**config.mk**
```make
export PLATFORM = sky130hd
export DESIGN_NAME = hdr10plus_metadata_parser_core_flat
export DESIGN_NICKNAME = d
export VERILOG_FILES = /design/src/sv/hdrp_pkg.sv /design/src/sv/hdrp_stream_if.sv /design/src/sv/hdrp_front.sv /design/src/sv/hdrp_back.sv /design/src/sv/hdr10plus_metadata_parser_core.sv /design/src/flat_wrapper.sv
export SDC_FILE = /design/constraint.sdc
export NUM_CORES = 1
export LEC_CHECK = 0
export BUFFER_PORTS_ARGS = -buffer_cell sky130_fd_sc_hd__buf_4
export CORE_MARGIN = 2
export CORE_UTILIZATION = 40
export CTS_CLUSTER_SIZE = 14
export DETAILED_ROUTE_END_ITERATION = 10
export PLACE_DENSITY = 0.63
export RECOVER_POWER = 50
export SLEW_MARGIN = 0
export SYNTH_ARGS = -nofsm -noshare
export SYNTH_HDL_FRONTEND = slang
export SYNTH_SLANG_ARGS = --single-unit
```
**constraint.sdc**
```tcl
create_clock -name clk -period 5 [get_ports clk]
set_clock_uncertainty 0.2 [all_clocks]
set_input_delay 0.25 -clock clk [delete_from_list [all_inputs] [get_ports clk]]
set_output_delay 0.25 -clock clk [all_outputs]
set_load 0.1 [all_outputs]
```
**src/sv/hdrp_pkg.sv**
```systemverilog
// ----------------------------------------------------------------------------
// hdrp_pkg
// shared types, tags and tables for the hdr10+ metadata parser
// ----------------------------------------------------------------------------
package hdrp_pkg;

    localparam int MAX_PAYLOAD_BYTES_DEF = 1024;
    localparam int GRID_MAX     = 25;
    localparam int MAXSCL_COUNT = 3;
    localparam logic [5:0] STEP_DONE = 6'd36;

    localparam logic [5:0] TAG_STATUS     = 6'd0;
    localparam logic [5:0] TAG_VERSION    = 6'd1;
    localparam logic [5:0] TAG_NUM_WIN    = 6'd2;
    localparam logic [5:0] TAG_ULX        = 6'd3;
    localparam logic [5:0] TAG_OVERLAP    = 6'd13;
    localparam logic [5:0] TAG_TGT_LUM    = 6'd14;
    localparam logic [5:0] TAG_TGT_FLAG   = 6'd15;
    localparam logic [5:0] TAG_TGT_ROWS   = 6'd16;
    localparam logic [5:0] TAG_TGT_COLS   = 6'd17;
    localparam logic [5:0] TAG_TGT_CELL   = 6'd18;
    localparam logic [5:0] TAG_MAXSCL     = 6'd19;
    localparam logic [5:0] TAG_AVG_RGB    = 6'd20;
    localparam logic [5:0] TAG_PCT_CNT    = 6'd21;
    localparam logic [5:0] TAG_PCTAGE     = 6'd22;
    localparam logic [5:0] TAG_PCTILE     = 6'd23;
    localparam logic [5:0] TAG_BRIGHT     = 6'd24;
    localparam logic [5:0] TAG_MST_FLAG   = 6'd25;
    localparam logic [5:0] TAG_MST_ROWS   = 6'd26;
    localparam logic [5:0] TAG_MST_COLS   = 6'd27;
    localparam logic [5:0] TAG_MST_CELL   = 6'd28;
    localparam logic [5:0] TAG_TM_FLAG    = 6'd29;
    localparam logic [5:0] TAG_KNEE_X     = 6'd30;
    localparam logic [5:0] TAG_ANC_CNT    = 6'd32;
    localparam logic [5:0] TAG_ANCHOR     = 6'd33;
    localparam logic [5:0] TAG_SAT_FLAG   = 6'd34;
    localparam logic [5:0] TAG_SAT_WEIGHT = 6'd35;

    localparam logic [2:0] ST_OK        = 3'd0;
    localparam logic [2:0] ST_TOO_LONG  = 3'd1;
    localparam logic [2:0] ST_BAD_WIN   = 3'd2;
    localparam logic [2:0] ST_BAD_GRID  = 3'd3;
    localparam logic [2:0] ST_TRUNCATED = 3'd4;

    localparam logic [10:0] LIMIT_RESET = 11'd907;

    typedef struct packed {
        logic [7:0] data_byte;
        logic       last_byte;
    } in_item_t;

    typedef struct packed {
        logic [5:0]  field_tag;
        logic [1:0]  window_index;
        logic [4:0]  first_index;
        logic [4:0]  second_index;
        logic [26:0] field_value;
        logic [2:0]  status;
        logic        last_result;
    } out_item_t;

    // queued byte, with the length check already settled by the front end
    typedef struct packed {
        logic [7:0] data_byte;
        logic       last_byte;
        logic       too_long;
    } job_t;

    function automatic logic [4:0] field_width(input logic [5:0] step);
        logic [4:0] w;
        unique case (step)
            6'd1, 6'd9:                                  w = 5'd8;
            6'd2:                                        w = 5'd2;
            6'd3, 6'd4, 6'd5, 6'd6, 6'd7, 6'd8,
            6'd10, 6'd11, 6'd12:                         w = 5'd16;
            6'd13, 6'd15, 6'd25, 6'd29, 6'd34:           w = 5'd1;
            6'd14:                                       w = 5'd27;
            6'd16, 6'd17, 6'd26, 6'd27:                  w = 5'd5;
            6'd18, 6'd21, 6'd28, 6'd32:                  w = 5'd4;
            6'd19, 6'd20, 6'd23:                         w = 5'd17;
            6'd22:                                       w = 5'd7;
            6'd24, 6'd33:                                w = 5'd10;
            6'd30, 6'd31:                                w = 5'd12;
            6'd35:                                       w = 5'd6;
            default:                                     w = 5'd0;
        endcase
        return w;
    endfunction

endpackage

```
**src/sv/hdrp_stream_if.sv**
```systemverilog
// ----------------------------------------------------------------------------
// hdrp_stream_if
// valid/ready channel carrying one payload of type T
// ----------------------------------------------------------------------------
interface hdrp_stream_if #(
    parameter type T = logic
);
    logic valid;
    logic ready;
    T     payload;

    modport source (output valid, output payload, input ready);
    modport sink (input valid, input payload, output ready);
endinterface

```
**src/sv/hdrp_front.sv**
```systemverilog
// ----------------------------------------------------------------------------
// hdrp_front
// byte intake: counts payload length, flags oversize, feeds the job queue
// ----------------------------------------------------------------------------
module hdrp_front #(
    parameter int MAX_PAYLOAD_BYTES = hdrp_pkg::MAX_PAYLOAD_BYTES_DEF,
    parameter int DEPTH = 2
) (
    input  logic                 clk,
    input  logic                 rst_n,
    input  logic [10:0]          limit,
    input  logic                 in_valid,
    output logic                 in_ready,
    input  hdrp_pkg::in_item_t   in_item,
    output logic                 job_valid,
    input  logic                 job_ready,
    output hdrp_pkg::job_t       job
);
    localparam int AW = (DEPTH > 1) ? $clog2(DEPTH) : 1;
    localparam logic [11:0] MAXP = 12'(MAX_PAYLOAD_BYTES);

    hdrp_pkg::job_t   q_reg [DEPTH];
    logic [AW-1:0]    wp_reg, rp_reg;
    logic [AW:0]      cnt_reg;
    logic [10:0]      bytes_reg, bytes_next;
    logic [11:0]      eff_limit;
    logic             push, pop;

    assign in_ready  = (cnt_reg != (AW+1)'(DEPTH));
    assign job_valid = (cnt_reg != '0);
    assign job       = q_reg[rp_reg];
    assign push      = in_valid && in_ready;
    assign pop       = job_valid && job_ready;

    assign bytes_next = (bytes_reg == 11'd2047) ? bytes_reg : bytes_reg + 11'd1;
    assign eff_limit  = ({1'b0, limit} < MAXP) ? {1'b0, limit} : MAXP;

    always_ff @(posedge clk)
    begin
        if (push)
        begin
            q_reg[wp_reg].data_byte <= in_item.data_byte;
            q_reg[wp_reg].last_byte <= in_item.last_byte;
            q_reg[wp_reg].too_long  <= ({1'b0, bytes_next} > eff_limit);
        end
    end

    always_ff @(posedge clk or negedge rst_n)
    begin
        if (!rst_n)
        begin
            wp_reg    <= '0;
            rp_reg    <= '0;
            cnt_reg   <= '0;
            bytes_reg <= '0;
        end
        else
        begin
            if (push)
            begin
                wp_reg    <= (wp_reg == AW'(DEPTH-1)) ? '0 : wp_reg + 1'b1;
                bytes_reg <= in_item.last_byte ? 11'd0 : bytes_next;
            end
            if (pop)
                rp_reg <= (rp_reg == AW'(DEPTH-1)) ? '0 : rp_reg + 1'b1;
            cnt_reg <= cnt_reg + (AW+1)'(push) - (AW+1)'(pop);
        end
    end

`ifndef SYNTHESIS
    a_cnt_bound: assert property (@(posedge clk) disable iff (!rst_n)
        cnt_reg <= (AW+1)'(DEPTH))
        else $error("job queue overfilled");
    a_no_push_full: assert property (@(posedge clk) disable iff (!rst_n)
        !in_ready |-> !push)
        else $error("push into full queue");
    a_count_reset: assert property (@(posedge clk) disable iff (!rst_n)
        (push && in_item.last_byte) |=> bytes_reg == 11'd0)
        else $error("byte count not rearmed");
`endif
endmodule

```
**src/sv/hdrp_back.sv**
```systemverilog
// ----------------------------------------------------------------------------
// hdrp_back
// bit-serial syntax walker: one bit per cycle while the output is not stalled, and at payload end the status item
// ----------------------------------------------------------------------------
module hdrp_back (
    input  logic               clk,
    input  logic               rst_n,
    input  logic               job_valid,
    output logic               job_ready,
    input  hdrp_pkg::job_t     job,
    output logic               out_valid,
    input  logic               out_ready,
    output hdrp_pkg::out_item_t out_item
);
    localparam logic [1:0] S_IDLE = 2'd0;
    localparam logic [1:0] S_BITS = 2'd1;
    localparam logic [1:0] S_STAT = 2'd2;

    logic [1:0]  state_reg;
    logic [7:0]  byte_reg;
    logic        last_reg, long_reg;
    logic [2:0]  bit_reg;
    logic [5:0]  step_reg, step_next;
    logic [26:0] acc_reg, acc_sh;
    logic [4:0]  nb_reg, nb_inc;
    logic [1:0]  wcnt_reg, wcnt_next, wc_reg, wc_next;
    logic [4:0]  rows_reg, rows_next, cols_reg, cols_next;
    logic [4:0]  rc_reg, rc_next, cc_reg, cc_next;
    logic [3:0]  el_reg, el_next, ec_reg, ec_next;
    logic [2:0]  err_reg, err_next;
    logic        ovalid_reg;
    hdrp_pkg::out_item_t o_reg;

    logic        active, done_field, emit_free, group_end, emit;
    logic [26:0] v;
    logic [1:0]  win;
    logic [4:0]  fi, si;
    logic [4:0]  cc_inc, rc_inc;
    logic        gbad;
    logic [2:0]  stat;

    assign out_valid = ovalid_reg;
    assign out_item  = o_reg;
    assign emit_free = !ovalid_reg || out_ready;
    assign job_ready = (state_reg == S_IDLE);

    assign active = (err_reg == 3'd0) && (step_reg != 6'd0) &&
                    (step_reg < hdrp_pkg::STEP_DONE);
    assign acc_sh = {acc_reg[25:0], byte_reg[bit_reg]};
    assign nb_inc = nb_reg + 5'd1;
    assign done_field = active && (nb_inc >= hdrp_pkg::field_width(step_reg));
    assign v = acc_sh;
    assign cc_inc = cc_reg + 5'd1;
    assign rc_inc = rc_reg + 5'd1;
    assign emit = ((state_reg == S_BITS) && done_field && emit_free) ||
                  ((state_reg == S_STAT) && emit_free);

    always_comb
    begin
        win = 2'd0;
        fi  = 5'd0;
        si  = 5'd0;
        if ((step_reg >= 6'd3 && step_reg <= 6'd13) ||
            (step_reg >= 6'd19 && step_reg <= 6'd24) || step_reg >= 6'd29)
            win = wc_reg;
        if (step_reg == hdrp_pkg::TAG_TGT_CELL || step_reg == hdrp_pkg::TAG_MST_CELL)
        begin
            fi = rc_reg;
            si = cc_reg;
        end
        if (step_reg == hdrp_pkg::TAG_MAXSCL || step_reg == hdrp_pkg::TAG_PCTAGE ||
            step_reg == hdrp_pkg::TAG_PCTILE || step_reg == hdrp_pkg::TAG_ANCHOR)
            fi = {1'b0, ec_reg};
    end

    // next syntax element once a field completes
    always_comb
    begin
        step_next = step_reg;
        wcnt_next = wcnt_reg;
        wc_next   = wc_reg;
        rows_next = rows_reg;
        cols_next = cols_reg;
        rc_next   = rc_reg;
        cc_next   = cc_reg;
        el_next   = el_reg;
        ec_next   = ec_reg;
        err_next  = err_reg;
        group_end = 1'b0;
        gbad      = 1'b0;
        case (step_reg)
            hdrp_pkg::TAG_NUM_WIN:
            begin
                wcnt_next = v[1:0];
                if (v[1:0] == 2'd0)
                    err_next = hdrp_pkg::ST_BAD_WIN;
                else if (v[1:0] > 2'd1)
                begin
                    wc_next   = 2'd1;
                    step_next = hdrp_pkg::TAG_ULX;
                end
                else
                    step_next = hdrp_pkg::TAG_TGT_LUM;
            end
            hdrp_pkg::TAG_OVERLAP:
            begin
                wc_next   = wc_reg + 2'd1;
                step_next = ((wc_reg + 2'd1) < wcnt_reg) ? hdrp_pkg::TAG_ULX
                                                        : hdrp_pkg::TAG_TGT_LUM;
            end
            hdrp_pkg::TAG_TGT_FLAG, hdrp_pkg::TAG_MST_FLAG, hdrp_pkg::TAG_SAT_FLAG:
            begin
                if (v[0])
                    step_next = step_reg + 6'd1;
                else
                    group_end = 1'b1;
            end
            hdrp_pkg::TAG_TGT_ROWS, hdrp_pkg::TAG_MST_ROWS:
            begin
                rows_next = v[4:0];
                step_next = step_reg + 6'd1;
            end
            hdrp_pkg::TAG_TGT_COLS, hdrp_pkg::TAG_MST_COLS:
            begin
                cols_next = v[4:0];
                gbad = (rows_reg < 5'd2) || (rows_reg > 5'(hdrp_pkg::GRID_MAX)) ||
                       (v[4:0] < 5'd2) || (v[4:0] > 5'(hdrp_pkg::GRID_MAX));
                if (gbad)
                    err_next = hdrp_pkg::ST_BAD_GRID;
                else
                begin
                    rc_next   = 5'd0;
                    cc_next   = 5'd0;
                    step_next = step_reg + 6'd1;
                end
            end
            hdrp_pkg::TAG_TGT_CELL, hdrp_pkg::TAG_MST_CELL:
            begin
                if (cc_inc >= cols_reg)
                begin
                    cc_next = 5'd0;
                    rc_next = rc_inc;
                    group_end = !(rc_inc < rows_reg);
                end
                else
                    cc_next = cc_inc;
            end
            hdrp_pkg::TAG_MAXSCL:
            begin
                if ((ec_reg + 4'd1) >= 4'(hdrp_pkg::MAXSCL_COUNT))
                begin
                    ec_next   = 4'd0;
                    step_next = hdrp_pkg::TAG_AVG_RGB;
                end
                else
                    ec_next = ec_reg + 4'd1;
            end
            hdrp_pkg::TAG_PCT_CNT, hdrp_pkg::TAG_ANC_CNT:
            begin
                el_next = v[3:0];
                ec_next = 4'd0;
                if (v[3:0] != 4'd0)
                    step_next = step_reg + 6'd1;
                else
                    step_next = (step_reg == hdrp_pkg::TAG_PCT_CNT) ?
                                hdrp_pkg::TAG_BRIGHT : hdrp_pkg::TAG_SAT_FLAG;
            end
            hdrp_pkg::TAG_PCTILE:
            begin
                ec_next   = ec_reg + 4'd1;
                step_next = ((ec_reg + 4'd1) >= el_reg) ? hdrp_pkg::TAG_BRIGHT
                                                       : hdrp_pkg::TAG_PCTAGE;
            end
            hdrp_pkg::TAG_BRIGHT:
            begin
                wc_next   = wc_reg + 2'd1;
                ec_next   = 4'd0;
                step_next = ((wc_reg + 2'd1) < wcnt_reg) ? hdrp_pkg::TAG_MAXSCL
                                                        : hdrp_pkg::TAG_MST_FLAG;
            end
            hdrp_pkg::TAG_TM_FLAG:
                step_next = v[0] ? hdrp_pkg::TAG_KNEE_X : hdrp_pkg::TAG_SAT_FLAG;
            hdrp_pkg::TAG_ANCHOR:
            begin
                ec_next = ec_reg + 4'd1;
                if ((ec_reg + 4'd1) >= el_reg)
                    step_next = hdrp_pkg::TAG_SAT_FLAG;
            end
            hdrp_pkg::TAG_SAT_WEIGHT:
                group_end = 1'b1;
            default:
                step_next = step_reg + 6'd1;
        endcase
        if (group_end)
        begin
            if (step_reg == hdrp_pkg::TAG_TGT_FLAG || step_reg == hdrp_pkg::TAG_TGT_CELL)
            begin
                wc_next   = 2'd0;
                ec_next   = 4'd0;
                step_next = hdrp_pkg::TAG_MAXSCL;
            end
            else if (step_reg == hdrp_pkg::TAG_MST_FLAG ||
                     step_reg == hdrp_pkg::TAG_MST_CELL)
            begin
                wc_next   = 2'd0;
                step_next = hdrp_pkg::TAG_TM_FLAG;
            end
            else
            begin
                wc_next   = wc_reg + 2'd1;
                step_next = ((wc_reg + 2'd1) < wcnt_reg) ? hdrp_pkg::TAG_TM_FLAG
                                                        : hdrp_pkg::STEP_DONE;
            end
        end
    end

    always_comb
    begin
        if (long_reg)
            stat = hdrp_pkg::ST_TOO_LONG;
        else if (err_reg != 3'd0)
            stat = err_reg;
        else if (step_reg != hdrp_pkg::STEP_DONE)
            stat = hdrp_pkg::ST_TRUNCATED;
        else
            stat = hdrp_pkg::ST_OK;
    end

    always_ff @(posedge clk)
    begin
        if (state_reg == S_IDLE && job_valid)
        begin
            byte_reg <= job.data_byte;
            last_reg <= job.last_byte;
            long_reg <= job.too_long;
        end
        if (state_reg == S_BITS && done_field && emit_free)
        begin
            o_reg.field_tag    <= step_reg;
            o_reg.window_index <= win;
            o_reg.first_index  <= fi;
            o_reg.second_index <= si;
            o_reg.field_value  <= v;
            o_reg.status       <= hdrp_pkg::ST_OK;
            // last field of a byte that is not the payload end
            o_reg.last_result  <= !last_reg && ((bit_reg == 3'd0) ||
                                  (step_next >= hdrp_pkg::STEP_DONE) ||
                                  (err_next != 3'd0) ||
                                  (hdrp_pkg::field_width(step_next) > {2'b00, bit_reg}));
        end
        else if (state_reg == S_STAT && emit_free)
        begin
            o_reg.field_tag    <= hdrp_pkg::TAG_STATUS;
            o_reg.window_index <= 2'd0;
            o_reg.first_index  <= 5'd0;
            o_reg.second_index <= 5'd0;
            o_reg.field_value  <= 27'd0;
            o_reg.status       <= stat;
            o_reg.last_result  <= 1'b1;
        end
    end

    always_ff @(posedge clk or negedge rst_n)
    begin
        if (!rst_n)
        begin
            state_reg  <= S_IDLE;
            bit_reg    <= 3'd7;
            ovalid_reg <= 1'b0;
            step_reg   <= hdrp_pkg::TAG_VERSION;
            acc_reg    <= '0;
            nb_reg     <= '0;
            wcnt_reg   <= '0;
            wc_reg     <= '0;
            rows_reg   <= '0;
            cols_reg   <= '0;
            rc_reg     <= '0;
            cc_reg     <= '0;
            el_reg     <= '0;
            ec_reg     <= '0;
            err_reg    <= '0;
        end
        else
        begin
            if (emit)
                ovalid_reg <= 1'b1;
            else if (out_ready)
                ovalid_reg <= 1'b0;
            unique case (state_reg)
                S_IDLE:
                    if (job_valid)
                    begin
                        state_reg <= S_BITS;
                        bit_reg   <= 3'd7;
                    end
                S_BITS:
                    if (!active)
                        state_reg <= last_reg ? S_STAT : S_IDLE;
                    else if (!done_field || emit_free)
                    begin
                        if (done_field)
                        begin
                            acc_reg  <= '0;
                            nb_reg   <= '0;
                            step_reg <= step_next;
                            wcnt_reg <= wcnt_next;
                            wc_reg   <= wc_next;
                            rows_reg <= rows_next;
                            cols_reg <= cols_next;
                            rc_reg   <= rc_next;
                            cc_reg   <= cc_next;
                            el_reg   <= el_next;
                            ec_reg   <= ec_next;
                            err_reg  <= err_next;
                        end
                        else
                        begin
                            acc_reg <= acc_sh;
                            nb_reg  <= nb_inc;
                        end
                        bit_reg <= bit_reg - 3'd1;
                        if (bit_reg == 3'd0)
                            state_reg <= last_reg ? S_STAT : S_IDLE;
                    end
                S_STAT:
                    if (emit_free)
                    begin
                        state_reg  <= S_IDLE;
                        step_reg   <= hdrp_pkg::TAG_VERSION;
                        acc_reg    <= '0;
                        nb_reg     <= '0;
                        wcnt_reg   <= '0;
                        wc_reg     <= '0;
                        rows_reg   <= '0;
                        cols_reg   <= '0;
                        rc_reg     <= '0;
                        cc_reg     <= '0;
                        el_reg     <= '0;
                        ec_reg     <= '0;
                        err_reg    <= '0;
                    end
                default:
                    state_reg <= S_IDLE;
            endcase
        end
    end

`ifndef SYNTHESIS
    a_hold: assert property (@(posedge clk) disable iff (!rst_n)
        (ovalid_reg && !out_ready) |=> $stable(o_reg))
        else $error("result changed while stalled");
    a_err_stops: assert property (@(posedge clk) disable iff (!rst_n)
        (err_reg != 3'd0 && state_reg == S_BITS) |=> $stable(step_reg))
        else $error("parse advanced after error");
    a_stat_last: assert property (@(posedge clk) disable iff (!rst_n)
        (ovalid_reg && o_reg.field_tag == hdrp_pkg::TAG_STATUS) |-> o_reg.last_result)
        else $error("status item without last flag");
`endif
endmodule

```
**src/sv/hdr10plus_metadata_parser_core.sv**
```systemverilog
// ----------------------------------------------------------------------------
// hdr10plus_metadata_parser_core
// hdr10+ dynamic metadata parser, byte stream in, tagged field items out
// ----------------------------------------------------------------------------
// channel   dir   payload                                  moves on
// in_ch     in    data_byte, last_byte                     valid & ready
// out_ch    out   tag, indices, value, status, last_result valid & ready
// cfg       in    payload_limit_bytes (11 bits)            cfg_we
//
// the bit-serial walker takes a byte in, then walks it one bit at a time;
// after parsing stops bytes are only taken in; the last adds a status item.
// a two-entry queue lets bytes be taken while the walker is busy.
// a stalled output holds the walker at the bit that completes a field.
// reset clears the parse state and sets the limit to 907.
// ----------------------------------------------------------------------------
module hdr10plus_metadata_parser_core #(
    parameter int MAX_PAYLOAD_BYTES = hdrp_pkg::MAX_PAYLOAD_BYTES_DEF
) (
    input  logic        clk,
    input  logic        rst_n,
    hdrp_stream_if.sink   in_ch,
    hdrp_stream_if.source out_ch,
    input  logic        cfg_we,
    input  logic [10:0] cfg_wdata
);
    logic [10:0]    limit_reg;
    logic           job_valid, job_ready;
    hdrp_pkg::job_t job;

    always_ff @(posedge clk or negedge rst_n)
    begin
        if (!rst_n)
            limit_reg <= hdrp_pkg::LIMIT_RESET;
        else if (cfg_we)
            limit_reg <= cfg_wdata;
    end

    hdrp_front #(.MAX_PAYLOAD_BYTES(MAX_PAYLOAD_BYTES)) u_front (
        .clk       (clk),
        .rst_n     (rst_n),
        .limit     (limit_reg),
        .in_valid  (in_ch.valid),
        .in_ready  (in_ch.ready),
        .in_item   (in_ch.payload),
        .job_valid (job_valid),
        .job_ready (job_ready),
        .job       (job)
    );

    hdrp_back u_back (
        .clk       (clk),
        .rst_n     (rst_n),
        .job_valid (job_valid),
        .job_ready (job_ready),
        .job       (job),
        .out_valid (out_ch.valid),
        .out_ready (out_ch.ready),
        .out_item  (out_ch.payload)
    );
endmodule
```
**src/flat_wrapper.sv**
```systemverilog
// flat-port wrapper written by rule: the top's interface ports become plain ports
module hdr10plus_metadata_parser_core_flat 
#(
    parameter int MAX_PAYLOAD_BYTES = hdrp_pkg::MAX_PAYLOAD_BYTES_DEF
)
  (clk, rst_n, cfg_we, cfg_wdata, in_ch_valid, in_ch_payload, in_ch_ready, out_ch_valid, out_ch_payload, out_ch_ready);
  hdrp_stream_if in_ch_i ();
  hdrp_stream_if out_ch_i ();
  input  logic clk;
  input  logic rst_n;
  input  logic cfg_we;
  input  logic [10:0] cfg_wdata;
  input wire logic [$bits(in_ch_i.valid)-1:0] in_ch_valid;
  input wire logic [$bits(in_ch_i.payload)-1:0] in_ch_payload;
  output wire logic [$bits(in_ch_i.ready)-1:0] in_ch_ready;
  output wire logic [$bits(out_ch_i.valid)-1:0] out_ch_valid;
  output wire logic [$bits(out_ch_i.payload)-1:0] out_ch_payload;
  input wire logic [$bits(out_ch_i.ready)-1:0] out_ch_ready;
  assign in_ch_i.valid = in_ch_valid;
  assign in_ch_i.payload = in_ch_payload;
  assign in_ch_ready = in_ch_i.ready;
  assign out_ch_valid = out_ch_i.valid;
  assign out_ch_payload = out_ch_i.payload;
  assign out_ch_i.ready = out_ch_ready;
  hdr10plus_metadata_parser_core #(.MAX_PAYLOAD_BYTES(MAX_PAYLOAD_BYTES)) u_core (.clk(clk), .rst_n(rst_n), .in_ch(in_ch_i), .out_ch(out_ch_i), .cfg_we(cfg_we), .cfg_wdata(cfg_wdata));
endmodule
```
==> report_table.html, run 1 <==
<table>
<tr><th>Metric</th><th>Value</th></tr>
<tr><th colspan="2">Outcome</th></tr>
<tr><td>Run status</td><td>finished, violations left</td></tr>
<tr><td>Failing checks</td><td>capacitance limit, slew limit</td></tr>
<tr><th colspan="2">Yosys</th></tr>
<tr><td>Async SR Flop Fraction</td><td>just under 90%</td></tr>
<tr><td>Portion of the post-synthesis area used by sequential elements</td><td>between 20 and 30%</td></tr>
<tr><td>#FFs+latches synth</td><td>32</td></tr>
<tr><td>Area fraction in compound gates after synthesis</td><td>27.24%</td></tr>
<tr><td>Synthesized netlist cell count</td><td>344</td></tr>
<tr><td>Area share of and/or/nand/nor cells after synthesis</td><td>between 20% and 30%</td></tr>
<tr><td>Leading area contributor after synthesis</td><td>sky130_fd_sc_hd__dfrtp_1</td></tr>
<tr><td>Average instance area after synthesis</td><td>between 8 and 9 µm²</td></tr>
<tr><td>Combinational family with the most area after synthesis</td><td>compound AO/OA/AOI/OAI gates</td></tr>
<tr><td>Dominant cells by area after synthesis</td><td>sky130_fd_sc_hd__dfrtp_1 (20%), sky130_fd_sc_hd__ha_1 (12%), sky130_fd_sc_hd__edfxtp_1 (3.9%)</td></tr>
<tr><td>Flip-flop cell with the highest count after synthesis</td><td>sky130_fd_sc_hd__dfrtp_1</td></tr>
<tr><td>Post-synth cell types</td><td>slightly below 80</td></tr>
<tr><td>Xor and xnor area share after synthesis</td><td>under 10%</td></tr>
<tr><td>Adder-cell share of the synthesized area</td><td>12.27%</td></tr>
<tr><td>Share of synthesized area spent on multiplexers</td><td>under 10%</td></tr>
<tr><td>Fraction of synthesized cell area taken by the top area cell type</td><td>between 15 and 20%</td></tr>
<tr><td>Syn Nets</td><td>between 300 and 400</td></tr>
<tr><td>Synthesized area</td><td>just over 3000 µm²</td></tr>
<tr><td>Number of enable-type register cells in the synthesized netlist</td><td>4</td></tr>
<tr><td>Yosys Warn Count</td><td>0</td></tr>
<tr><th colspan="2">Pwr</th></tr>
<tr><td>Sum of internal, switching and leakage power</td><td>2621 µW</td></tr>
<tr><td>Static leakage</td><td>between 0.0015 and 0.002 µW</td></tr>
<tr><td>Internal power</td><td>1373 µW</td></tr>
<tr><td>Maximum resistive drop on vdd</td><td>around 0.55 mV</td></tr>
<tr><td>Net Sw Power</td><td>approximately 1200 µW</td></tr>
<tr><td>Clock network fraction of design power</td><td>~7.9%</td></tr>
<tr><td>Part of the total power dissipated in combinational logic</td><td>between 70% and 80%</td></tr>
<tr><td>Total power density per cell area</td><td>665.4 nW/µm²</td></tr>
<tr><td>Switching Share</td><td>47.60%</td></tr>
<tr><td>Part of the power in registers</td><td>17.1%</td></tr>
<tr><th colspan="2">Route</th></tr>
<tr><td>Vias/cell</td><td>about 5.7</td></tr>
<tr><td>Number of nets with antenna violations after routing</td><td>0</td></tr>
<tr><td>Total wirelength of the detailed-routed design</td><td>around 8500 µm</td></tr>
<tr><td>Iteration count of the initial detailed-routing pass</td><td>5</td></tr>
<tr><td>Detail-routed net length per standard cell</td><td>about 17 µm</td></tr>
<tr><td>Starting DRT DRC Count</td><td>around 250</td></tr>
<tr><td>Via Count</td><td>roughly 2900</td></tr>
<tr><td>DRC violations left</td><td>0</td></tr>
<tr><th colspan="2">Timing</th></tr>
<tr><td>F_max</td><td>approximately 0.20 GHz</td></tr>
<tr><td># setup viols final</td><td>0</td></tr>
<tr><td>Number of failing hold endpoints at the final stage</td><td>0</td></tr>
<tr><td>Worst relative slew slack</td><td>-8.791%</td></tr>
<tr><td>Final critical delay including setup and external delays</td><td>a little under 5 ns</td></tr>
<tr><td>Slew Limit Fails</td><td>29</td></tr>
<tr><td>Setup TNS</td><td>0 ns</td></tr>
<tr><td>Least-Margin Pin Slew</td><td>around 1.6 ns</td></tr>
<tr><td>RSZ-0062 raised after global routing</td><td>true</td></tr>
<tr><td>Part of the cycle the worst path needs</td><td>slightly below 100%</td></tr>
<tr><th colspan="2">Setup path</th></tr>
<tr><td>Worst endpoint data arrival time</td><td>4.73 ns</td></tr>
<tr><td>Worst Path Class, Setup</td><td>register to register</td></tr>
<tr><td>Worst EP required</td><td>between 4 and 5 ns</td></tr>
<tr><td>Critical path launch point type</td><td>register</td></tr>
<tr><td>Maximum net fanout on the critical path</td><td>4</td></tr>
<tr><td>Kind of end point of the critical path</td><td>register</td></tr>
<tr><th colspan="2">Cells and area</th></tr>
<tr><td>Layout cells sized above 1</td><td>between 30% and 40%</td></tr>
<tr><td>Number of flip-flops in the largest register</td><td>6</td></tr>
<tr><td>Commonest non-fill, non-tap cell in the layout</td><td>sky130_fd_sc_hd__buf_4</td></tr>
<tr><td>Filler Cell Count</td><td>approximately 630</td></tr>
<tr><td>Count of nets after finishing</td><td>roughly 460</td></tr>
<tr><td>Final std cell area, no fill</td><td>slightly below 4000 µm²</td></tr>
<tr><td>Layout overhead on the synthesized area</td><td>28.75%</td></tr>
<tr><td>Commonest cells after routing, fill and taps aside</td><td>sky130_fd_sc_hd__buf_4 (70), sky130_fd_sc_hd__ha_1 (24), sky130_fd_sc_hd__nor2_1 (23), sky130_fd_sc_hd__dfrtp_1 (23), sky130_fd_sc_hd__nand3_1 (21)</td></tr>
<tr><td>Antenna diode instance count</td><td>0</td></tr>
<tr><th colspan="2">Global route</th></tr>
<tr><td>Pin count of the biggest net entering global routing</td><td>29</td></tr>
<tr><td>Total routing resource utilization after global routing</td><td>about a fifth</td></tr>
<tr><td>Number of antenna violations at the first check in global routing</td><td>0</td></tr>
<tr><td>Via count of the first global-routing pass</td><td>between 2000 and 3000</td></tr>
<tr><td>Global-route wire length before repair</td><td>13780 µm</td></tr>
<tr><td>Total congestion overflow after global routing</td><td>0</td></tr>
<tr><th colspan="2">Placed design</th></tr>
<tr><td>Placer Congestion</td><td>0.9402</td></tr>
<tr><td>Count of buffers from port buffering</td><td>7</td></tr>
<tr><td>Cell area reported after detailed placement</td><td>roughly 3600 µm²</td></tr>
<tr><td>DP Wirelength</td><td>6334 µm</td></tr>
<tr><th colspan="2">Clock tree</th></tr>
<tr><td>Clock tree from TritonCTS</td><td>built</td></tr>
<tr><td>Number of sinks handled by clock tree synthesis</td><td>32</td></tr>
<tr><td>Worst-path clk slew</td><td>roughly 0.08 ns</td></tr>
<tr><td>Cell at the root of the clock tree</td><td>sky130_fd_sc_hd__clkbuf_8</td></tr>
<tr><td>Deepest clock path buffer count</td><td>2</td></tr>
<tr><td>Insertion delay of the later-clocked pin in the worst-skew pair</td><td>0.29 ns</td></tr>
<tr><td>Number of buffers created by CTS</td><td>5</td></tr>
<tr><td>Level count of the clock H-tree</td><td>2</td></tr>
<tr><th colspan="2">Die</th></tr>
<tr><td>Initial core utilization</td><td>between 40% and 50%</td></tr>
<tr><td>Die area</td><td>~8400 µm²</td></tr>
<tr><td>Vertical extent of the die</td><td>roughly 90 µm</td></tr>
<tr><td>Row Count</td><td>31</td></tr>
<tr><td>Die width</td><td>slightly above 90 µm</td></tr>
<tr><td>Placeable core region</td><td>7331 µm²</td></tr>
<tr><td>IO Pins</td><td>20</td></tr>
<tr><th colspan="2">Run</th></tr>
<tr><td># Max-Cap Violations</td><td>1</td></tr>
<tr><th colspan="2">Min path</th></tr>
<tr><td>Class of the most critical hold timing path</td><td>input port to register</td></tr>
</table>
==> Yosys cell counts (all sizes together), types with 3 or more instances <==
library cell	n
a211oi	8
a21boi	5
a21o	3
a21oi	17
a22o	6
a31oi	5
and3	3
buf	9
clkbuf	3
dfrtp	24
dfstp	4
edfxtp	4
ha	30
inv	23
mux2i	4
nand2	20
nand2b	8
nand3	21
nor2	27
nor2b	7
nor3	6
nor4	3
o211ai	6
o21a	6
o21ai	24
o22ai	4
o2bb2ai	3
o41ai	4
or3	6
xnor2	7
==> final cells by class <==
cell class	instances	area, µm²	share of cell area, %
multi-input combinational	276	2220	56.35
sequential	32	827.0	21.00
timing repair buffer	77	590.6	14.99
tap	99	123.9	3.145
inverter	24	90.09	2.287
clock buffer	5	68.82	1.747
clock inverter	3	18.77	0.4765
==> worst max-delay path, cell delays in order (launching register included) <==
cell and delay [ns]:
sky130_fd_sc_hd__dfstp_2 0.58, sky130_fd_sc_hd__buf_6 0.12, sky130_fd_sc_hd__ha_4 0.15, sky130_fd_sc_hd__mux2i_4 0.07, sky130_fd_sc_hd__a2111oi_4 0.43, sky130_fd_sc_hd__nor4_4 0.10
sky130_fd_sc_hd__buf_4 0.17, sky130_fd_sc_hd__o21ai_4 0.08, sky130_fd_sc_hd__mux2i_1 0.12, sky130_fd_sc_hd__o221ai_2 0.40, sky130_fd_sc_hd__inv_2 0.14, sky130_fd_sc_hd__buf_4 0.16
sky130_fd_sc_hd__buf_4 0.12, sky130_fd_sc_hd__ha_1 0.18, sky130_fd_sc_hd__o22ai_2 0.19, sky130_fd_sc_hd__a211oi_2 0.10, sky130_fd_sc_hd__ha_2 0.32, sky130_fd_sc_hd__nand3_1 0.07
sky130_fd_sc_hd__o21ai_1 0.09, sky130_fd_sc_hd__nand3_1 0.10, sky130_fd_sc_hd__nor2_2 0.14, sky130_fd_sc_hd__or4bb_1 0.39, sky130_fd_sc_hd__a21boi_1 0.15, sky130_fd_sc_hd__a21oi_1 0.08
==> per-stage QoR <==
| step | utilization, % | hold WS, ns | worst slack [ns] | cells |
|---|---|---|---|---|
| floorplan | - | -0.2456 | 0.09386 | 344 |
| global placement | 49.19 | -0.004203 | -0.04096 | 499 |
| detailed placement | 49.19 | -0.006037 | -0.1831 | 499 |
| CTS | 51.03 | 0.09816 | 0.0001124 | 509 |
| global route | 53.73 | 0.1053 | -0.1229 | 516 |
| finish | 53.73 | 0.1007 | 0.1128 | 516 |
==> path summary, 6_finish.rpt <==
| kind | startpoint | to | slack, ns | depth (start not counted) |
|---|---|---|---|---|
| worst max-delay path | u_core.u_back.step_reg[0]$_DFFE_PN1P_ | u_core.u_back.out_item[0]$_SDFFCE_PN1P_ | 0.11 | 23 |
| worst min-delay path | in_ch_valid | u_core.u_front.q_reg[1][1]$_DFFE_PP_ | 0.10 | 2 |
| worst max register to register | u_core.u_back.step_reg[0]$_DFFE_PN1P_ | u_core.u_back.out_item[0]$_SDFFCE_PN1P_ | 0.11 | 23 |
| worst min register to register | u_core.u_front.rp_reg$_DFFE_PN0P_ | u_core.u_front.rp_reg$_DFFE_PN0P_ | 0.30 | 1 |
| max in group asynchronous | rst_n | u_core.u_back.step_reg[1]$_DFFE_PN0P_ | 2.83 | 2 |
| min in group asynchronous | rst_n | u_core.u_back.ec_reg[3]$_DFFE_PN0P_ | 0.70 | 2 |
==> logic make-up after synthesis <==
logic type               after synthesis
AO/OA/AOI/OAI                        111
XOR/XNOR                               9
adder cells (fa/ha/maj)               30
buffers and inverters                 36
flip-flops                            32
multiplexers                           7
AND/OR/NAND/NOR                      119
==> repair_timing <==
| item | CTS | global route |
|---|---|---|
| setup endpoints to repair | 1 | 1 |
| buffers inserted | 0 | 7 |
| pin swaps | 2 | 17 |
| endpoints found under the hold margin | 30 | 0 |
| hold buffers | 2 | 0 |
| gates resized for setup | 4 | 33 |
==> power groups by stage <==
stage | clock, µW | combinational (µW) | sequential [µW]
2_1_floorplan | 0 | 1090 | 466
3_3_place_gp | 0 | 1670 | 446
3_5_place_dp | 0 | 1700 | 450
4_1_cts | 210 | 1730 | 445
5_1_grt | 222 | 2160 | 464
6_report | 207 | 1970 | 449
==> per-layer routing <==
metal / global-route usage, % / routed length (µm) / up-vias
met5: 0 / 0 / -
met4: 3.409 / 103 / 0
met3: 3.651 / 413 / 12
met2: 36.15 / 4296 / 98
met1: 26.12 / 3714 / 1412
li1: - / - / 1427
(Power assumes the default switching activity.)
==> run 2: changes to the inputs <==
--- a/config.mk
+++ b/config.mk
@@ -12,6 +12,7 @@
 export DETAILED_ROUTE_END_ITERATION = 10
 export PLACE_DENSITY = 0.63
 export RECOVER_POWER = 50
+export SETUP_SLACK_MARGIN = 0.2
 export SLEW_MARGIN = 0
 export SYNTH_ARGS = -nofsm -noshare
 export SYNTH_HDL_FRONTEND = slang
==> run 2 against run 1 <==
The flow still finishes with violations (capacitance limit, slew limit). Combinational power rose by 4%. Largest power group unchanged. Clock-buffer cell count unchanged. Non-clock buffer count grew 7. Highest routed layer unchanged. Critical endpoint unchanged.
==> report_table.html, run 2 (same netlist as run 1, synthesis figures left out) <==
<table>
<tr><th>Metric</th><th>Value</th></tr>
<tr><th colspan="2">Outcome</th></tr>
<tr><td>Run status</td><td>finished, violations left</td></tr>
<tr><td>Failing checks</td><td>capacitance limit, slew limit</td></tr>
<tr><th colspan="2">Placed design</th></tr>
<tr><td>DP Wirelength</td><td>around 6300 µm</td></tr>
<tr><td>Count of buffers from port buffering</td><td>7</td></tr>
<tr><td>Placer Congestion</td><td>0.9030</td></tr>
<tr><th colspan="2">Timing</th></tr>
<tr><td>F_max</td><td>approximately 0.21 GHz</td></tr>
<tr><td>RSZ-0062 raised after global routing</td><td>true</td></tr>
<tr><td>Part of the cycle the worst path needs</td><td>95.21%</td></tr>
<tr><td>Final-layout worst hold slack</td><td>0.1006 ns</td></tr>
<tr><td>Number of failing hold endpoints at the final stage</td><td>0</td></tr>
<tr><td>Final critical delay including setup and external delays</td><td>roughly 4.8 ns</td></tr>
<tr><td># setup viols final</td><td>0</td></tr>
<tr><td>Least-Margin Pin Slew</td><td>1.615 ns</td></tr>
<tr><td>Slew Limit Fails</td><td>29</td></tr>
<tr><td>Setup TNS</td><td>0 ns</td></tr>
<tr><td>Worst relative slew slack</td><td>-7.657%</td></tr>
<tr><th colspan="2">Setup path</th></tr>
<tr><td>Worst endpoint data arrival time</td><td>about 4.6 ns</td></tr>
<tr><td>Kind of end point of the critical path</td><td>register</td></tr>
<tr><td>Cell with the largest stage delay on the worst path</td><td>sky130_fd_sc_hd__dfstp_2</td></tr>
<tr><td>Critical path launch point type</td><td>register</td></tr>
<tr><td>Longest individual stage delay on the worst path</td><td>0.61 ns</td></tr>
<tr><td>Maximum net fanout on the critical path</td><td>6</td></tr>
<tr><td>Worst Path Class, Setup</td><td>register to register</td></tr>
<tr><td>CP dominant cell by count</td><td>sky130_fd_sc_hd__buf_4</td></tr>
<tr><td>Worst EP required</td><td>4.84 ns</td></tr>
<tr><th colspan="2">Run</th></tr>
<tr><td># Max-Cap Violations</td><td>1</td></tr>
<tr><th colspan="2">Global route</th></tr>
<tr><td>Total congestion overflow after global routing</td><td>0</td></tr>
<tr><td>Most Used Layer, Global Route</td><td>met2</td></tr>
<tr><td>Global-route wire length before repair</td><td>14070 µm</td></tr>
<tr><td>Number of antenna violations at the first check in global routing</td><td>0</td></tr>
<tr><td>Met3 Use GR</td><td>between 2 and 3%</td></tr>
<tr><td>Via count of the first global-routing pass</td><td>just under 3000</td></tr>
<tr><td>Total routing resource utilization after global routing</td><td>20.68%</td></tr>
<tr><td>Met2 layer usage reported by global route</td><td>34.01%</td></tr>
<tr><td>Pin count of the biggest net entering global routing</td><td>29</td></tr>
<tr><td>Fraction of met1 tracks used by global routing</td><td>28.37%</td></tr>
<tr><th colspan="2">Cells and area</th></tr>
<tr><td>Commonest non-fill, non-tap cell in the layout</td><td>sky130_fd_sc_hd__buf_4</td></tr>
<tr><td>Antenna diode instance count</td><td>0</td></tr>
<tr><td>Footprint of the multi-input gates</td><td>~2200 µm²</td></tr>
<tr><td>Count of nets after finishing</td><td>470</td></tr>
<tr><td>Commonest cells after routing, fill and taps aside</td><td>sky130_fd_sc_hd__buf_4 (77), sky130_fd_sc_hd__nor2_1 (24), sky130_fd_sc_hd__dfrtp_1 (23)</td></tr>
<tr><td>Layout overhead on the synthesized area</td><td>30.72%</td></tr>
<tr><td>Area taken by flip-flops and latches</td><td>slightly above 800 µm²</td></tr>
<tr><td>Filler Cell Count</td><td>roughly 640</td></tr>
<tr><td>Util after Layout</td><td>approximately 55%</td></tr>
<tr><td>Number of flip-flops in the largest register</td><td>6</td></tr>
<tr><td>Layout cells sized above 1</td><td>a little over a third</td></tr>
<tr><th colspan="2">Clock tree</th></tr>
<tr><td>Clock tree from TritonCTS</td><td>built</td></tr>
<tr><td>Worst-path clk slew</td><td>approximately 0.080 ns</td></tr>
<tr><td>Number of buffers created by CTS</td><td>5</td></tr>
<tr><td>Cell at the root of the clock tree</td><td>sky130_fd_sc_hd__clkbuf_8</td></tr>
<tr><td>Insertion delay of the later-clocked pin in the worst-skew pair</td><td>0.29 ns</td></tr>
<tr><td>Level count of the clock H-tree</td><td>2</td></tr>
<tr><td>Deepest clock path buffer count</td><td>2</td></tr>
<tr><td>Number of sinks handled by clock tree synthesis</td><td>32</td></tr>
<tr><th colspan="2">Die</th></tr>
<tr><td>Die width</td><td>about 90 µm</td></tr>
<tr><td>Die area</td><td>~8400 µm²</td></tr>
<tr><td>Initial core utilization</td><td>between 40% and 50%</td></tr>
<tr><td>Placeable core region</td><td>approximately 7300 µm²</td></tr>
<tr><td>Vertical extent of the die</td><td>91.45 µm</td></tr>
<tr><td>Row Count</td><td>31</td></tr>
<tr><td>IO Pins</td><td>20</td></tr>
<tr><th colspan="2">Route</th></tr>
<tr><td>Starting DRT DRC Count</td><td>about 280</td></tr>
<tr><td>Vias/cell</td><td>roughly 5.7</td></tr>
<tr><td>Total wirelength of the detailed-routed design</td><td>~8400 µm</td></tr>
<tr><td>DRC violations left</td><td>0</td></tr>
<tr><td>Number of nets with antenna violations after routing</td><td>0</td></tr>
<tr><td>Iteration count of the initial detailed-routing pass</td><td>5</td></tr>
<tr><td>Detail-routed net length per standard cell</td><td>about 16 µm</td></tr>
<tr><td>Via Count</td><td>approximately 3000</td></tr>
<tr><th colspan="2">Pwr</th></tr>
<tr><td>Maximum resistive drop on vdd</td><td>between 0.5 and 0.6 mV</td></tr>
<tr><td>Total power density per cell area</td><td>just under 700 nW/µm²</td></tr>
<tr><td>Static leakage</td><td>approximately 0.0017 µW</td></tr>
<tr><th colspan="2">Min path</th></tr>
<tr><td>Class of the most critical hold timing path</td><td>input port to register</td></tr>
</table>
==> run 2: power by group <==
part | switching (µW) | total (µW) | leakage (µW) | internal (µW)
registers | 85.5 | 452 | 0.000386 | 367
logic | 1070 | 2040 | 0.00129 | 974
clock network | 109 | 207 | 0.0000404 | 98.5
total | 1260 | 2700 | 0.00172 | 1440
==> run 2: through the flow <==
step	cell area, µm²	total power, µW	worst slack (ns)	instances
after floorplan	3074	1560	0.2708	344
after global placement	3591	2138	0.02317	495
after detailed placement	3591	2186	-0.005645	495
after CTS	3831	2486	0.2109	515
after global routing	3999	2929	-0.04204	523
final	3999	2702	0.2394	523
==> run 2: what timing repair did <==
action | 4_1_cts | 5_1_grt
hold buffers | 2 | 0
endpoints found under the hold margin | 30 | 0
setup endpoints to repair | 1 | 1
gates cloned | 0 | 0
buffers inserted | 10 | 8
resized for setup | 16 | 21
pin swaps | 16 | 17
==> run 2: layout make-up <==
cell class	instances	area share (%)
inverters	24	2.315
repair buffers	84	16.21
well taps	99	3.098
clock inverters	3	0.5945
clock buffers	5	1.721
flip-flops and latches	32	20.68
multi-input cells	276	55.38
==> run 2: path summary, 6_finish.rpt <==
path | depth (start not counted) | end | slack [ns] | startpoint
min in group asynchronous | 2 | u_core.u_back.ec_reg[3]$_DFFE_PN0P_ | 0.70 | rst_n
min reg2reg | 1 | u_core.u_front.cnt_reg[1]$_DFF_PN0_ | 0.29 | u_core.u_front.cnt_reg[1]$_DFF_PN0_
min | 3 | u_core.u_front.wp_reg$_DFFE_PN0P_ | 0.10 | in_ch_valid
max in group asynchronous | 2 | u_core.u_back.step_reg[1]$_DFFE_PN0P_ | 2.84 | rst_n
max reg2reg | 28 | u_core.u_back.out_item[0]$_SDFFCE_PN1P_ | 0.24 | u_core.u_back.step_reg[0]$_DFFE_PN1P_
max | 28 | u_core.u_back.out_item[0]$_SDFFCE_PN1P_ | 0.24 | u_core.u_back.step_reg[0]$_DFFE_PN1P_
==> run 2: per-layer routing <==
layer | part of all wire, % | up-vias | wire [µm]
met3 | 2.9 | 20 | 244
met1 | 47 | 1416 | 3912
met5 | 0 | - | 0
li1 | - | 1446 | -
met2 | 48 | 82 | 4064
met4 | 2.2 | 0 | 186
==> run 2: critical path, delay by kind of cell, from the launching register on <==
family | cells | cell delay [ns]
AOI/OAI and AO/OA | 8 | 1.22
adders and majority gates | 3 | 0.59
buffers and inverters | 8 | 0.90
and+or+nand+nor | 7 | 0.66
DFF | 1 | 0.61
muxes | 2 | 0.31
==> run 3: changes to the inputs <==
--- a/config.mk
+++ b/config.mk
@@ -5,13 +5,13 @@
 export SDC_FILE = /design/constraint.sdc
 export NUM_CORES = 1
 export LEC_CHECK = 0
-export BUFFER_PORTS_ARGS = -buffer_cell sky130_fd_sc_hd__buf_4
+export BUFFER_PORTS_ARGS = -buffer_cell sky130_fd_sc_hd__buf_2
 export CORE_MARGIN = 2
 export CORE_UTILIZATION = 40
 export CTS_CLUSTER_SIZE = 14
 export DETAILED_ROUTE_END_ITERATION = 10
 export PLACE_DENSITY = 0.63
-export RECOVER_POWER = 50
+export RECOVER_POWER = 100
 export SETUP_SLACK_MARGIN = 0.2
 export SLEW_MARGIN = 0
 export SYNTH_ARGS = -nofsm -noshare
==> run 3 against run 2 <==
The run still ends with capacitance limit, slew limit left. Hold slack got worse by 0.018 ns. Total power decreased by 4.4%. Register-to-register slack improved by 0.02 ns.
==> report_table.html, run 3 (same netlist as run 1, synthesis figures left out) <==
<table>
<tr><th>Metric</th><th>Value</th></tr>
<tr><th colspan="2">Cells and area</th></tr>
<tr><td>Count of nets after finishing</td><td>approximately 460</td></tr>
<tr><td>Layout cells sized above 1</td><td>between 30% and 40%</td></tr>
<tr><td>Util after Layout</td><td>between 50% and 60%</td></tr>
<tr><td>Commonest cells after routing, fill and taps aside</td><td>sky130_fd_sc_hd__buf_4 (62), sky130_fd_sc_hd__nor2_1 (24), sky130_fd_sc_hd__ha_1 (23)</td></tr>
<tr><td>Antenna diode instance count</td><td>0</td></tr>
<tr><td>Number of flip-flops in the largest register</td><td>6</td></tr>
<tr><td>Layout overhead on the synthesized area</td><td>26.26%</td></tr>
<tr><td>Commonest non-fill, non-tap cell in the layout</td><td>sky130_fd_sc_hd__buf_4</td></tr>
<tr><th colspan="2">Timing</th></tr>
<tr><td>F_max</td><td>0.2111 GHz</td></tr>
<tr><td>Worst relative slew slack</td><td>-4.737%</td></tr>
<tr><td>Final critical delay including setup and external delays</td><td>4.738 ns</td></tr>
<tr><td># setup viols final</td><td>0</td></tr>
<tr><td>Setup TNS</td><td>0 ns</td></tr>
<tr><td>Slew Limit Fails</td><td>29</td></tr>
<tr><td>RSZ-0062 raised after global routing</td><td>true</td></tr>
<tr><td>Part of the cycle the worst path needs</td><td>~95%</td></tr>
<tr><td>Least-Margin Pin Slew</td><td>about 1.6 ns</td></tr>
<tr><td>Number of failing hold endpoints at the final stage</td><td>0</td></tr>
<tr><td>Final-layout worst hold slack</td><td>roughly 0.082 ns</td></tr>
<tr><th colspan="2">Pwr</th></tr>
<tr><td>Part of the power in registers</td><td>17.4%</td></tr>
<tr><td>Switching Share</td><td>a little under half</td></tr>
<tr><td>Internal power</td><td>roughly 1400 µW</td></tr>
<tr><td>Clock network fraction of design power</td><td>9.9%</td></tr>
<tr><td>Maximum resistive drop on vdd</td><td>roughly 0.49 mV</td></tr>
<tr><td>Net Sw Power</td><td>between 1000 and 1500 µW</td></tr>
<tr><td>Total power density per cell area</td><td>between 600 and 700 nW/µm²</td></tr>
<tr><td>Part of the total power dissipated in combinational logic</td><td>72.7%</td></tr>
<tr><td>Static leakage</td><td>0.001649 µW</td></tr>
<tr><th colspan="2">Route</th></tr>
<tr><td>DRC violations left</td><td>0</td></tr>
<tr><td>Starting DRT DRC Count</td><td>257</td></tr>
<tr><td>Total wirelength of the detailed-routed design</td><td>8182 µm</td></tr>
<tr><td>Detail-routed net length per standard cell</td><td>approximately 16 µm</td></tr>
<tr><td>Iteration count of the initial detailed-routing pass</td><td>5</td></tr>
<tr><td>Number of nets with antenna violations after routing</td><td>0</td></tr>
<tr><td>Via Count</td><td>between 2000 and 3000</td></tr>
<tr><td>Vias/cell</td><td>between 5 and 6</td></tr>
<tr><th colspan="2">Setup path</th></tr>
<tr><td>Ordered list of cells on the worst path</td><td>ha_4 &gt; mux2i_4 &gt; a2111oi_4 &gt; nor4_4 &gt; and2_4 &gt; a211oi_4 &gt; o21ai_4 &gt; inv_2 &gt; ha_2 &gt; inv_1 &gt; mux2i_1 &gt; o22ai_1 &gt; a211oi_2 &gt; ha_2 &gt; nor2b_1 &gt; o21a_1 &gt; o21ai_2 &gt; nand3_1 &gt; nor2_2 &gt; or4bb_1 &gt; a21boi_1 &gt; a21oi_1</td></tr>
<tr><td>CP dominant cell by count</td><td>sky130_fd_sc_hd__ha_2</td></tr>
<tr><td>Maximum net fanout on the critical path</td><td>5</td></tr>
<tr><td>Worst EP required</td><td>roughly 4.8 ns</td></tr>
<tr><td>Longest individual stage delay on the worst path</td><td>0.63 ns</td></tr>
<tr><td>Worst Path Class, Setup</td><td>register to register</td></tr>
<tr><td>Cell with the largest stage delay on the worst path</td><td>sky130_fd_sc_hd__dfstp_2</td></tr>
<tr><td>Kind of end point of the critical path</td><td>register</td></tr>
<tr><td>Critical path launch point type</td><td>register</td></tr>
<tr><td>Worst endpoint data arrival time</td><td>roughly 4.6 ns</td></tr>
<tr><th colspan="2">Min path</th></tr>
<tr><td>Class of the most critical hold timing path</td><td>input port to register</td></tr>
<tr><th colspan="2">Die</th></tr>
<tr><td>Die area</td><td>~8400 µm²</td></tr>
<tr><td>Initial core utilization</td><td>a little over two fifths</td></tr>
<tr><td>Vertical extent of the die</td><td>between 90 and 100 µm</td></tr>
<tr><td>Die width</td><td>just over 90 µm</td></tr>
<tr><td>Placeable core region</td><td>~7300 µm²</td></tr>
<tr><td>IO Pins</td><td>20</td></tr>
<tr><td>Row Count</td><td>31</td></tr>
<tr><th colspan="2">Global route</th></tr>
<tr><td>Pin count of the biggest net entering global routing</td><td>29</td></tr>
<tr><td>Global-route wire length before repair</td><td>between 10000 and 15000 µm</td></tr>
<tr><td>Total congestion overflow after global routing</td><td>0</td></tr>
<tr><td>Total routing resource utilization after global routing</td><td>around 20%</td></tr>
<tr><td>Number of antenna violations at the first check in global routing</td><td>0</td></tr>
<tr><td>Via count of the first global-routing pass</td><td>around 3000</td></tr>
<tr><th colspan="2">Clock tree</th></tr>
<tr><td>Cell at the root of the clock tree</td><td>sky130_fd_sc_hd__clkbuf_8</td></tr>
<tr><td>Level count of the clock H-tree</td><td>2</td></tr>
<tr><td>Number of sinks handled by clock tree synthesis</td><td>32</td></tr>
<tr><td>Worst-path clk slew</td><td>roughly 0.070 ns</td></tr>
<tr><td>Clock tree from TritonCTS</td><td>built</td></tr>
<tr><td>Insertion delay of the later-clocked pin in the worst-skew pair</td><td>between 0.2 and 0.3 ns</td></tr>
<tr><td>Deepest clock path buffer count</td><td>2</td></tr>
<tr><td>Number of buffers created by CTS</td><td>5</td></tr>
<tr><th colspan="2">Placed design</th></tr>
<tr><td>Placer Congestion</td><td>slightly above 0.9</td></tr>
<tr><td>DP Wirelength</td><td>6104 µm</td></tr>
<tr><td>Count of buffers from port buffering</td><td>7</td></tr>
<tr><th colspan="2">Outcome</th></tr>
<tr><td>Run status</td><td>finished, violations left</td></tr>
<tr><td>Failing checks</td><td>capacitance limit, slew limit</td></tr>
<tr><th colspan="2">Run</th></tr>
<tr><td># Max-Cap Violations</td><td>1</td></tr>
</table>
run 3: cell types whose count changed in the layout (fill, tap and decap cells not counted), moves of 2 or more:
cell,change
sky130_fd_sc_hd__buf_2,+2
sky130_fd_sc_hd__buf_4,-15
sky130_fd_sc_hd__buf_6,-2
sky130_fd_sc_hd__clkbuf_1,+5
sky130_fd_sc_hd__ha_2,-3
sky130_fd_sc_hd__ha_4,+2
run 3: worst paths after layout:
check	startpoint	end	slack, ns	depth (start not counted)
hold / removal	in_ch_valid	u_core.u_front.wp_reg$_DFFE_PN0P_	0.08	3
min in group asynchronous	rst_n	u_core.u_back.ec_reg[3]$_DFFE_PN0P_	0.72	2
max in group asynchronous	rst_n	u_core.u_back.step_reg[4]$_DFFE_PN0P_	2.86	2
setup reg to reg	u_core.u_back.step_reg[0]$_DFFE_PN1P_	u_core.u_back.out_item[0]$_SDFFCE_PN1P_	0.26	22
setup / recovery	u_core.u_back.step_reg[0]$_DFFE_PN1P_	u_core.u_back.out_item[0]$_SDFFCE_PN1P_	0.26	22
hold reg to reg	u_core.u_front.rp_reg$_DFFE_PN0P_	u_core.u_front.rp_reg$_DFFE_PN0P_	0.30	1
run 3: area by class of cell:
cell class	instances	area, µm²
fillers	650	3468
multi-input cells	276	2177
flip-flops and latches	32	828.3
repair buffers	73	525.5
well taps	99	123.9
inverters	24	92.59
clock buffers	5	68.82
clock inverters	3	46.29
run 3: timing repair:
action / 4_1_cts / 5_1_grt
hold buffers: 2 / 0
setup endpoints to repair: 1 / 1
resized for setup: 26 / 1
setup buffers: 9 / 0
endpoints found under the hold margin: 26 / 0
pin swaps: 17 / 3
run 3: power by group through the flow:
stage               Clock (µW)  Combinational [µW]  Sequential [µW]
finish                     256                1880              449
detailed placement           0                1700              451
global placement             0                1680              447
global route               272                2060              464
floorplan                    0                1090              466
CTS                        262                1860              449
run 3: per-layer routing:
layer / global-route usage, % / part of all wire [%]
met1: 27.12 / 46
met2: 33.64 / 48
met3: 3.402 / 4.5
met4: 5.808 / 2.2
met5: 0 / 0
run 3: stage by stage:
stage	worst slack, ns	instances	area [µm²]	power [µW]
2_1_floorplan	0.2708	344	3074	1560
3_3_place_gp	0.003574	493	3558	2125
3_5_place_dp	-0.07233	493	3558	2156
4_1_cts	0.2541	512	3870	2570
5_1_grt	-0.1048	512	3862	2800
6_report	0.2624	512	3862	2584
run 3: worst max-delay path, delay by kind of cell (launching register included):
kind / cells / cell delay (ns)
mux: 2 / 0.20
fa+ha+maj: 3 / 0.56
compound gates: 9 / 1.75
simple gates: 6 / 0.98
flops: 1 / 0.63
buf+inv: 2 / 0.15
